[src/srt_pkg.sv]
package srt_pkg;

	// Status codes carried by every result item.
	typedef enum logic [2:0] {
		STATUS_INSERTED = 3'd0,
		STATUS_BAD_DAY  = 3'd1,
		STATUS_FULL     = 3'd2,
		STATUS_ENTRY    = 3'd3,
		STATUS_EMPTY    = 3'd4
	} status_t;

	// Command modes.
	localparam logic MODE_INSERT = 1'b0;
	localparam logic MODE_DUMP   = 1'b1;

	// Input item.
	typedef struct packed {
		logic        mode;
		logic [4:0]  day;
		logic [6:0]  hour;
		logic [6:0]  minute;
		logic [31:0] tag;
	} cmd_t;

	// Result item.
	typedef struct packed {
		status_t     status;
		logic [5:0]  slot;
		logic [4:0]  out_day;
		logic [6:0]  out_hour;
		logic [6:0]  out_minute;
		logic [31:0] out_tag;
		logic        last;
	} result_t;

	// One stored table entry, 51 bits.
	typedef struct packed {
		logic [4:0]  day;
		logic [6:0]  hour;
		logic [6:0]  minute;
		logic [31:0] tag;
	} entry_t;

	// Sequencer states.
	typedef enum logic [2:0] {
		S_IDLE,
		S_INS_RD,
		S_INS_CMP,
		S_DMP_RD,
		S_DMP_OUT
	} state_t;

	// Sort key: day most significant, then hour, then minute.
	function automatic logic [18:0] entry_key(input entry_t e);
		return {e.day, e.hour, e.minute};
	endfunction

endpackage

[src/srt_mem.sv]
module srt_mem #(
	parameter int DEPTH = 32,
	parameter int AW    = 5
) (
	input  logic             clk,
	input  logic             we,
	input  logic [AW-1:0]    waddr,
	input  srt_pkg::entry_t  wdata,
	input  logic             re,
	input  logic [AW-1:0]    raddr,
	output srt_pkg::entry_t  rdata
);
	import srt_pkg::*;

	entry_t mem_q [DEPTH];

	// Write port.
	always_ff @(posedge clk) begin
		if (we) begin
			mem_q[waddr] <= wdata;
		end
	end

	// Registered read port.
	always_ff @(posedge clk) begin
		if (re) begin
			rdata <= mem_q[raddr];
		end
	end

endmodule

[src/sorted_reminder_table_unit.sv]
// Sorted reminder table: keeps up to CAPACITY entries in ascending order of
// (day, hour, minute) in a single-port-read, single-port-write memory.
// An item is accepted on a rising edge with start high and busy low; cmd
// carries the mode, key and tag. Results appear on result for one cycle,
// marked by valid, and the receiver must take them as they come.
// An insert gives one result. A full table or a day of zero answers in
// the cycle after the item. A good insert walks from the tail of the table
// toward the head, one memory read then one compare-and-write per entry
// that moves down, and its result is registered; equal keys place the new
// entry first. A dump reads each entry and then emits it, so a table of
// n entries gives n results, the last one marked with last; an empty
// table answers a single empty status. The registered memory read sets
// the read-then-use step of both loops. busy is high from acceptance of
// an insert walk or a dump until the last result has been registered;
// items answered at once leave busy low. Reset clears the entry count and
// the sequencer; the memory holds no reset value and needs no clearing
// pass, since only filled slots are read.
module sorted_reminder_table_unit #(
	parameter int CAPACITY = 32
) (
	input  logic             clk,
	input  logic             arst_n,
	input  logic             start,
	output logic             busy,
	input  srt_pkg::cmd_t    cmd,
	output logic             valid,
	output srt_pkg::result_t result
);
	import srt_pkg::*;

	localparam int AW = (CAPACITY > 1) ? $clog2(CAPACITY) : 1;
	localparam int CW = $clog2(CAPACITY + 1);

	state_t         state_q, state_d;
	logic [AW-1:0]  idx_q, idx_d;
	logic [CW-1:0]  count_q, count_d;
	cmd_t           cmd_q;
	logic           valid_q, valid_d;
	result_t        result_q, result_d;

	logic           mem_we, mem_re;
	logic [AW-1:0]  mem_waddr, mem_raddr;
	entry_t         mem_wdata, mem_rdata;
	entry_t         new_entry;
	logic           accept;
	logic           full;
	logic           dump_last;

	assign accept    = start && (state_q == S_IDLE);
	assign full      = (count_q == CW'(CAPACITY));
	assign new_entry = '{day: cmd_q.day, hour: cmd_q.hour, minute: cmd_q.minute,
		tag: cmd_q.tag};
	assign dump_last = ((CW'(idx_q) + CW'(1)) == count_q);

	// Entry storage.
	srt_mem #(
		.DEPTH(CAPACITY),
		.AW   (AW)
	) u_mem (
		.clk  (clk),
		.we   (mem_we),
		.waddr(mem_waddr),
		.wdata(mem_wdata),
		.re   (mem_re),
		.raddr(mem_raddr),
		.rdata(mem_rdata)
	);

	// Sequencer state and counters.
	always_ff @(posedge clk or negedge arst_n) begin
		if (!arst_n) begin
			state_q <= S_IDLE;
			count_q <= '0;
			valid_q <= 1'b0;
		end else begin
			state_q <= state_d;
			count_q <= count_d;
			valid_q <= valid_d;
		end
	end

	// Index, captured item and result payload.
	always_ff @(posedge clk) begin
		idx_q <= idx_d;
		if (accept) begin
			cmd_q <= cmd;
		end
		if (valid_d) begin
			result_q <= result_d;
		end
	end

	// Next state, memory control and result formation.
	always_comb begin
		state_d   = state_q;
		idx_d     = idx_q;
		count_d   = count_q;
		valid_d   = 1'b0;
		result_d  = '0;
		mem_we    = 1'b0;
		mem_waddr = idx_q;
		mem_wdata = new_entry;
		mem_re    = 1'b0;
		mem_raddr = idx_q;
		unique case (state_q)
			S_IDLE: begin
				if (start) begin
					priority if (cmd.mode == MODE_DUMP) begin
						if (count_q == '0) begin
							valid_d         = 1'b1;
							result_d.status = STATUS_EMPTY;
							result_d.last   = 1'b1;
						end else begin
							idx_d   = '0;
							state_d = S_DMP_RD;
						end
					end else if (full) begin
						valid_d         = 1'b1;
						result_d.status = STATUS_FULL;
						result_d.last   = 1'b1;
					end else if (cmd.day == 5'd0) begin
						valid_d         = 1'b1;
						result_d.status = STATUS_BAD_DAY;
						result_d.last   = 1'b1;
					end else begin
						// Walk starts just past the current tail.
						idx_d   = count_q[AW-1:0];
						state_d = S_INS_RD;
					end
				end
			end
			S_INS_RD: begin
				if (idx_q == '0) begin
					// Reached the head: the new entry goes into slot zero.
					mem_we          = 1'b1;
					count_d         = count_q + CW'(1);
					valid_d         = 1'b1;
					result_d.status = STATUS_INSERTED;
					result_d.slot   = 6'(idx_q);
					result_d.last   = 1'b1;
					state_d         = S_IDLE;
				end else begin
					mem_re    = 1'b1;
					mem_raddr = idx_q - AW'(1);
					state_d   = S_INS_CMP;
				end
			end
			S_INS_CMP: begin
				mem_we = 1'b1;
				if (entry_key(new_entry) <= entry_key(mem_rdata)) begin
					// Stored entry is not smaller: move it down one slot.
					mem_wdata = mem_rdata;
					idx_d     = idx_q - AW'(1);
					state_d   = S_INS_RD;
				end else begin
					count_d         = count_q + CW'(1);
					valid_d         = 1'b1;
					result_d.status = STATUS_INSERTED;
					result_d.slot   = 6'(idx_q);
					result_d.last   = 1'b1;
					state_d         = S_IDLE;
				end
			end
			S_DMP_RD: begin
				mem_re  = 1'b1;
				state_d = S_DMP_OUT;
			end
			S_DMP_OUT: begin
				valid_d             = 1'b1;
				result_d.status     = STATUS_ENTRY;
				result_d.slot       = 6'(idx_q);
				result_d.out_day    = mem_rdata.day;
				result_d.out_hour   = mem_rdata.hour;
				result_d.out_minute = mem_rdata.minute;
				result_d.out_tag    = mem_rdata.tag;
				result_d.last       = dump_last;
				if (dump_last) begin
					state_d = S_IDLE;
				end else begin
					idx_d   = idx_q + AW'(1);
					state_d = S_DMP_RD;
				end
			end
			default: begin
				state_d = S_IDLE;
			end
		endcase
	end

	assign busy   = (state_q != S_IDLE);
	assign valid  = valid_q;
	assign result = result_q;

endmodule

[config.mk]
export PLATFORM = sky130hd
export DESIGN_NAME = sorted_reminder_table_unit
export DESIGN_NICKNAME = d
export VERILOG_FILES = /design/src/srt_pkg.sv /design/src/srt_mem.sv /design/src/sorted_reminder_table_unit.sv
export SDC_FILE = /design/constraint.sdc
export NUM_CORES = 2
export LEC_CHECK = 0
export BUFFER_PORTS_ARGS = -buffer_cell sky130_fd_sc_hd__buf_2
export CAP_MARGIN = 20
export CORE_MARGIN = 2
export CORE_UTILIZATION = 30
export CTS_BUF_LIST = sky130_fd_sc_hd__clkbuf_16
export CTS_CLUSTER_DIAMETER = 50
export CTS_CLUSTER_SIZE = 25
export DETAILED_ROUTE_END_ITERATION = 10
export GPL_TIMING_DRIVEN = 0
export SYNTH_ARGS = -nofsm -noshare
export SYNTH_HDL_FRONTEND = slang
export SYNTH_HIERARCHICAL = 1
export SYNTH_SLANG_ARGS = --single-unit
export TNS_END_PERCENT = 5
[constraint.sdc]
create_clock -name clk -period 5.7 [get_ports clk]
set_input_delay 1.14 -clock clk [delete_from_list [all_inputs] [get_ports clk]]
set_output_delay 1.14 -clock clk [all_outputs]
set_load 0.005 [all_outputs]
[Word-level counts from Yosys, hierarchy flattened]
Memories as Yosys holds them, arrays and structs flattened. A register that Yosys moved wholly into a read port is not among the register bits.
Index checks and enable logic that the tools add are counted.
W data, S select, Z words.
Word-level totals
  register bits: 127
  memory bits (writable): 1632
  input bits: 55
  memories: 1
Operators by class
  $add $sub $neg: 4
  order comparisons: 1
  equality and inequality tests: 14
  multiplexer cells: 47
  reductions and logical operators: 11
Memories
  u_mem.mem_q: words 32, width 51, rd ports 1, clocked after Yosys merged registers in 1, wr ports 1, RTL line srt_mem.sv:15  | entry_t mem_q [DEPTH];
Operator list (number)
  $mux W51: 2
  $mux W5: 11
  $mux W3: 8
  $le A19 B19 Y1: 1
  $pmux W6 S3: 1
  $pmux W3 S5: 1
  $pmux W5 S3: 1
  $mux W1: 12
  $mux W6: 2
  $pmux W3 S4: 1
  $pmux W6 S2: 1
  $logic_not A5 Y1: 2
  $ne A2 B2 Y1 const B: 5
  $ne A3 B3 Y1 const B: 3
  $pmux W1 S4: 2
  $reduce_and A7 Y1: 1
  $add A5 B1 Y6 const B: 1
  $add A6 B1 Y6 const B: 1
  $eq A3 B2 Y1 const B: 2
  $eq A6 B6 Y1: 1
  $eq A6 B6 Y1 const B: 1
  $logic_not A6 Y1: 1
  $mux W2: 3
  $reduce_bool A3 Y1: 2
  other kinds (10): 11

[Depth between registers and ports, before layout]
  depth in word-level cells: 6
  mapped depth: 16
  gate-level depth less buffers: 12

[By module]
Netlist, hierarchy kept.
Modules (own cells, without submodules)
  srt_mem: times used 1, cells an instance 3574, area each 65053.6 sq um, sequential area each 50538.5 sq um
  sorted_reminder_table_unit: times used 1, cells an instance 464, area each 6099.6 sq um, sequential area each 3733.6 sq um

[Worst setup path before layout]
Ideal clock, no wire load.
  path kind: input port to flip-flop
  start point: input port start
  end point: register result_q, in the netlist result[0], enable pin
  library setup time: 0.429 ns
  arrival time: 5.510 ns
  data required time: 5.271 ns
  slack: -0.239 ns
  stages: 4
  buffers on the path: 0
  path through: inv_1 > nor2_1 > a21boi_0 > nand3_1
On the way
  word-level cells in the longest chain between the ends: 2
RTL lines
  start: declaration: RTL line sorted_reminder_table_unit.sv:23  | input logic start,
  $mux W1: RTL line sorted_reminder_table_unit.sv:107  | if (start) begin
  $pmux W1 S4: RTL line sorted_reminder_table_unit.sv:105  | unique case (state_q)
  net valid_d: RTL line sorted_reminder_table_unit.sv:38  | logic valid_q, valid_d;
  end signal: assignment: RTL line sorted_reminder_table_unit.sv:89  | result_q <= result_d;
  end: declaration: RTL line sorted_reminder_table_unit.sv:39  | result_t result_q, result_d;
The timed path passes the listed nets, and every way through them passes these cells.
A chain may end at the register's enable or synchronous reset.

[Worst setup path after layout]
  start point: register idx_q[0]
  end point: register u_mem/rdata[21] (netlist name)
On the way
  word-level cells in the longest chain between the ends: 3
RTL lines
  start: declaration: RTL line sorted_reminder_table_unit.sv:35  | logic [AW-1:0] idx_q, idx_d;
  start signal: assignment: RTL line sorted_reminder_table_unit.sv:84  | idx_q <= idx_d;
  $sub A5 B1 Y5 / $logic_not A5 Y1 (equally long branches): RTL line sorted_reminder_table_unit.sv:144, sorted_reminder_table_unit.sv:133
  $mux W5: RTL line sorted_reminder_table_unit.sv:133  | if (idx_q == '0) begin
  $mux W5 (*): RTL line sorted_reminder_table_unit.sv:105
  net mem_raddr[0]: RTL line sorted_reminder_table_unit.sv:42  | logic [AW-1:0] mem_waddr, mem_raddr;
Mark *: on every way through the listed nets, which the timed path passes. The rest lies on a longest branch.

==> results.md <==
Die:
- Measured along the x axis, the die boundary spans 491 um.
- In this run the vertical extent of the chip is 491 um.
- The initial utilization of the core area, before any placement, comes to 0.302.
- 118 I/O pins were placed.
- Row generation in the floorplan step produced 178 rows.
- The die covers 241000 um^2.
- The placeable core region is 236000 um^2.

STA:
- Setup violations remaining at the end of the flow were counted as 0.
- Static timing analysis puts the maximum clock frequency at 192 MHz.
- The final hold violation count was 0.
- Setup repair after global routing left no endpoint under its margin.
- Clock skew on the completed layout was measured at 0.0602 ns.
- Dividing the final minimum period by the clock period gives 0.912.
- In this run the tightest slew margin relative to its limit is 0.198.
- Summed over all failing endpoints, the final setup total negative slack is 0 ns.
- The count of pins over their slew limit came to 0.
- The clock period could shrink to 5.20 ns.
- The measured slew at the worst slew-check pin is 1.20 ns.

Status:
- The run finished with clean final reports.

Logic synthesis:
- In the synthesized netlist the async set-or-reset flop fraction comes to 0.00553.
- Ranked by total cell area, the synthesized netlist is headed by sky130_fd_sc_hd__edfxtp_1 76%, sky130_fd_sc_hd__mux2i_1 11%, sky130_fd_sc_hd__a22oi_1 1.6%, sky130_fd_sc_hd__a22o_1 1.3%, sky130_fd_sc_hd__nand3_1 1.2%.
- The synthesized design spends more area on one cell type than any other, namely sky130_fd_sc_hd__edfxtp_1.
- In this run, synthesis inferred 1799 flip-flops with an integrated enable.
- The gate count after technology mapping is 4038.
- Synthesis produced a netlist with a net count of 4118.
- Each instance of the synthesized netlist takes up on average 17.6 um^2.
- The combined area of all synthesized cells is 71200 um^2.
- The Yosys step of the flow raised 6 warnings.
- The number of synthesized register bits is 1809.
- The fraction of the yosys area taken by sequential cells is 0.763.
- By instance count, the leading cell after synthesis is sky130_fd_sc_hd__edfxtp_1.
- In this run, distinct cell masters in the synthesized netlist total 54.
- Of the post-synthesis cell area, the dominant cell type holds 0.759.
- Sorting the synthesized cells by how often they occur yields 1799 x sky130_fd_sc_hd__edfxtp_1, 816 x sky130_fd_sc_hd__mux2i_1, 196 x sky130_fd_sc_hd__nand2_1.
- In the synthesized netlist the dominant register cell turns out to be sky130_fd_sc_hd__edfxtp_1.

Global routing:
- The number of global-route vias before repair was 36900.
- Entering global routing, the biggest net connects 33 pins.
- The total overflow reported by the global router is 0.
- The first global-routing pass estimated 262000 um of wire.
- The initial antenna violation count came to 7.
- The total track usage is 0.148.

Pwr:
- The standby leakage power is 25.3 nW.
- Summing internal, switching and leakage power gives 0.0254 W.
- The power density over the cells is 306 nW/um^2.
- The maximum resistive drop on vdd is 0.000309 V.

Setup path:
- The largest driver fanout on the critical path is 10.
- The worst setup path is of the flop to flop kind.
- The required arrival time at the worst endpoint is 6.19 ns.
- The arrival time of data at the critical path endpoint is 5.69 ns.
- STA classifies the critical path startpoint as a flop.
- STA classifies the critical path endpoint as a flop.

Placement:
- The number of instances in the placed design is 7393.
- The count of buffers added on input and output ports is 116.
- The congestion estimate from routability-driven global placement came to 0.787.
- The HPWL after detailed placement is 125000 um.
- After detailed placement, the total cell area comes to 77800 um^2.

Route:
- The count of nets left with antenna violations once routing finished came out at 0.
- The count of unresolved DRC violations after routing is 0.
- Summed over all layers, the routed wires come to 183000 um.
- The detail-routed net length per standard cell is 23.8 um.
- Using the TritonRoute via totals, the vias-per-cell ratio works out to 4.89.
- After the first detailed-routing iteration, the DRC count stood at 3307.
- The count of vias placed by the detailed router is 37600.
- The first detailed-routing pass ran for 5 iterations.

Finish:
- For this run, the share of the core covered by cells in the final layout is 0.353.
- The filler-free cell count of the finished design is 7678.
- From synthesis to final layout, the design area changed by 17.0%.
- The finished cells cover 83200 um^2.
- The total of fill cells in the finished design is 22100.
- The net count of the finished layout is 4478.
- The share of layout cells above drive strength 1 is 0.164.

Clock network:
- Buffers inserted during clock tree synthesis total 152.
- The tree is rooted in a sky130_fd_sc_hd__clkbuf_16.
- The maximum number of buffers from clock root to sink is 3.
- After clock tree synthesis, the setup repair step added 0 buffers.
- The number of sinks driven by the clock tree is 1809.
- The number of gates resized after cts is 0.
- The clock tree from TritonCTS is done.
- Clock-pin slew was measured on the worst setup and hold paths at 0.07 ns.
- The insertion delay of the later-clocked pin in the worst-skew pair is 0.83 ns.
- In this run the number of H-tree levels came out at 4.
- The hold-fix buffer count after cts is 0.

Hold path:
- The class of the tightest hold or removal check is input port to asynchronous set/reset pin.

Job:
- The max-capacitance violation count is 0.
-- where the power goes --
part / total (W) / leakage [nW] / switching (W) / internal (W)
logic: 0.0000290 / 6.26 / 0.0000147 / 0.0000143
clock network: 0.0110 / 2.61 / 0.00546 / 0.00557
registers: 0.0144 / 16.4 / 0 / 0.0144
-- registers in the layout (all words and copies together) (netlist names) --
name	cells
cmd_q	51
count_q	6
idx_q	5
result	60
state_q	3
u_mem/mem_q	1632
u_mem/rdata	51
valid	1
-- routing by layer --
metal,global-route usage,vias up,part of all wire
met2,0.247,1079,0.49
met1,0.197,19500,0.43
met4,0.0436,4,0.026
li1,-,16800,-
met3,0.0244,238,0.056
met5,0,-,0.00015
-- path summary, 6_finish.rpt --
| path | from | to | slack, ns | cells after the start |
|---|---|---|---|---|
| min in group clk | cmd[45] | cmd_q[45] | 0.49 | 1 |
| worst max-delay path | idx_q[0] | u_mem/rdata[21] | 0.50 | 16 |
| max in group asynchronous | arst_n | count_q[4] | 5.33 | 1 |
| worst max register to register | idx_q[0] | u_mem/rdata[21] | 0.50 | 16 |
| worst min register to register | u_mem/rdata[13] | result[14] | 0.59 | 1 |
| worst min-delay path | arst_n | valid | 0.17 | 1 |
-- cell usage in the layout, fill, tap and decap left out, types with 61 or more instances in the layout --
master / n
sky130_fd_sc_hd__buf_2: 194
sky130_fd_sc_hd__a21oi_1: 163
sky130_fd_sc_hd__clkbuf_16: 152
sky130_fd_sc_hd__nand3_1: 163
sky130_fd_sc_hd__mux2i_1: 816
sky130_fd_sc_hd__buf_12: 61
sky130_fd_sc_hd__nand2_1: 196
sky130_fd_sc_hd__a22oi_1: 154
sky130_fd_sc_hd__a22o_1: 104
sky130_fd_sc_hd__edfxtp_1: 1799
-- logic make-up (layout without fill, tap and decap cells) --
| kind of cell | Yosys count | count (layout) | share of synthesized area |
|---|---|---|---|
| compound gates | 528 | 528 | 0.0504 |
| xor+xnor | 16 | 16 | 0.00197 |
| fa+ha+maj | 25 | 25 | 0.00440 |
| buf+inv | 260 | 747 | 0.0226 |
| flops | 1809 | 1809 | 0.763 |
| mux | 850 | 850 | 0.122 |
| other cells | 1 | 4 | 0.0000527 |
| simple gates | 549 | 549 | 0.0360 |
-- critical path, stage by stage, from the launching register on --
cell	delay [ns]
sky130_fd_sc_hd__edfxtp_1	0.52
sky130_fd_sc_hd__clkbuf_1	0.36
sky130_fd_sc_hd__inv_1	0.14
sky130_fd_sc_hd__ha_1	0.21
sky130_fd_sc_hd__nor2b_1	0.14
sky130_fd_sc_hd__nand2_1	0.12
sky130_fd_sc_hd__inv_1	0.06
sky130_fd_sc_hd__ha_1	0.26
sky130_fd_sc_hd__o21ai_0	0.77
sky130_fd_sc_hd__buf_4	0.29
sky130_fd_sc_hd__buf_4	0.27
sky130_fd_sc_hd__buf_2	0.69
sky130_fd_sc_hd__buf_4	0.38
sky130_fd_sc_hd__mux2i_1	0.22
sky130_fd_sc_hd__nand2_1	0.07
sky130_fd_sc_hd__nand3_1	0.18
sky130_fd_sc_hd__nand3_1	0.16
-- cell type report --
| cell class | count | area, um^2 | share of cell area |
|---|---|---|---|
| plain buffers | 232 | 1510 | 0.0181 |
| multi-input cells | 1969 | 15600 | 0.188 |
| inverters | 28 | 105 | 0.00126 |
| flip-flops and latches | 1809 | 54300 | 0.652 |
| well taps | 3150 | 3940 | 0.0474 |
| repair buffers | 206 | 2330 | 0.0280 |
| clock buffers | 152 | 3800 | 0.0457 |
| diodes | 3 | 7.51 | 0.0000902 |
| clock inverters | 129 | 1640 | 0.0197 |
-- stage by stage --
step           setup WS [ns]  hold slack (ns)
6_report               0.502            0.170
5_1_grt                0.572            0.150
4_1_cts                0.482            0.117
3_5_place_dp           0.551            0.571
3_3_place_gp           -3.36            0.577
2_1_floorplan          0.754            0.518
No activity file was read; power rests on OpenSTA's default activity.
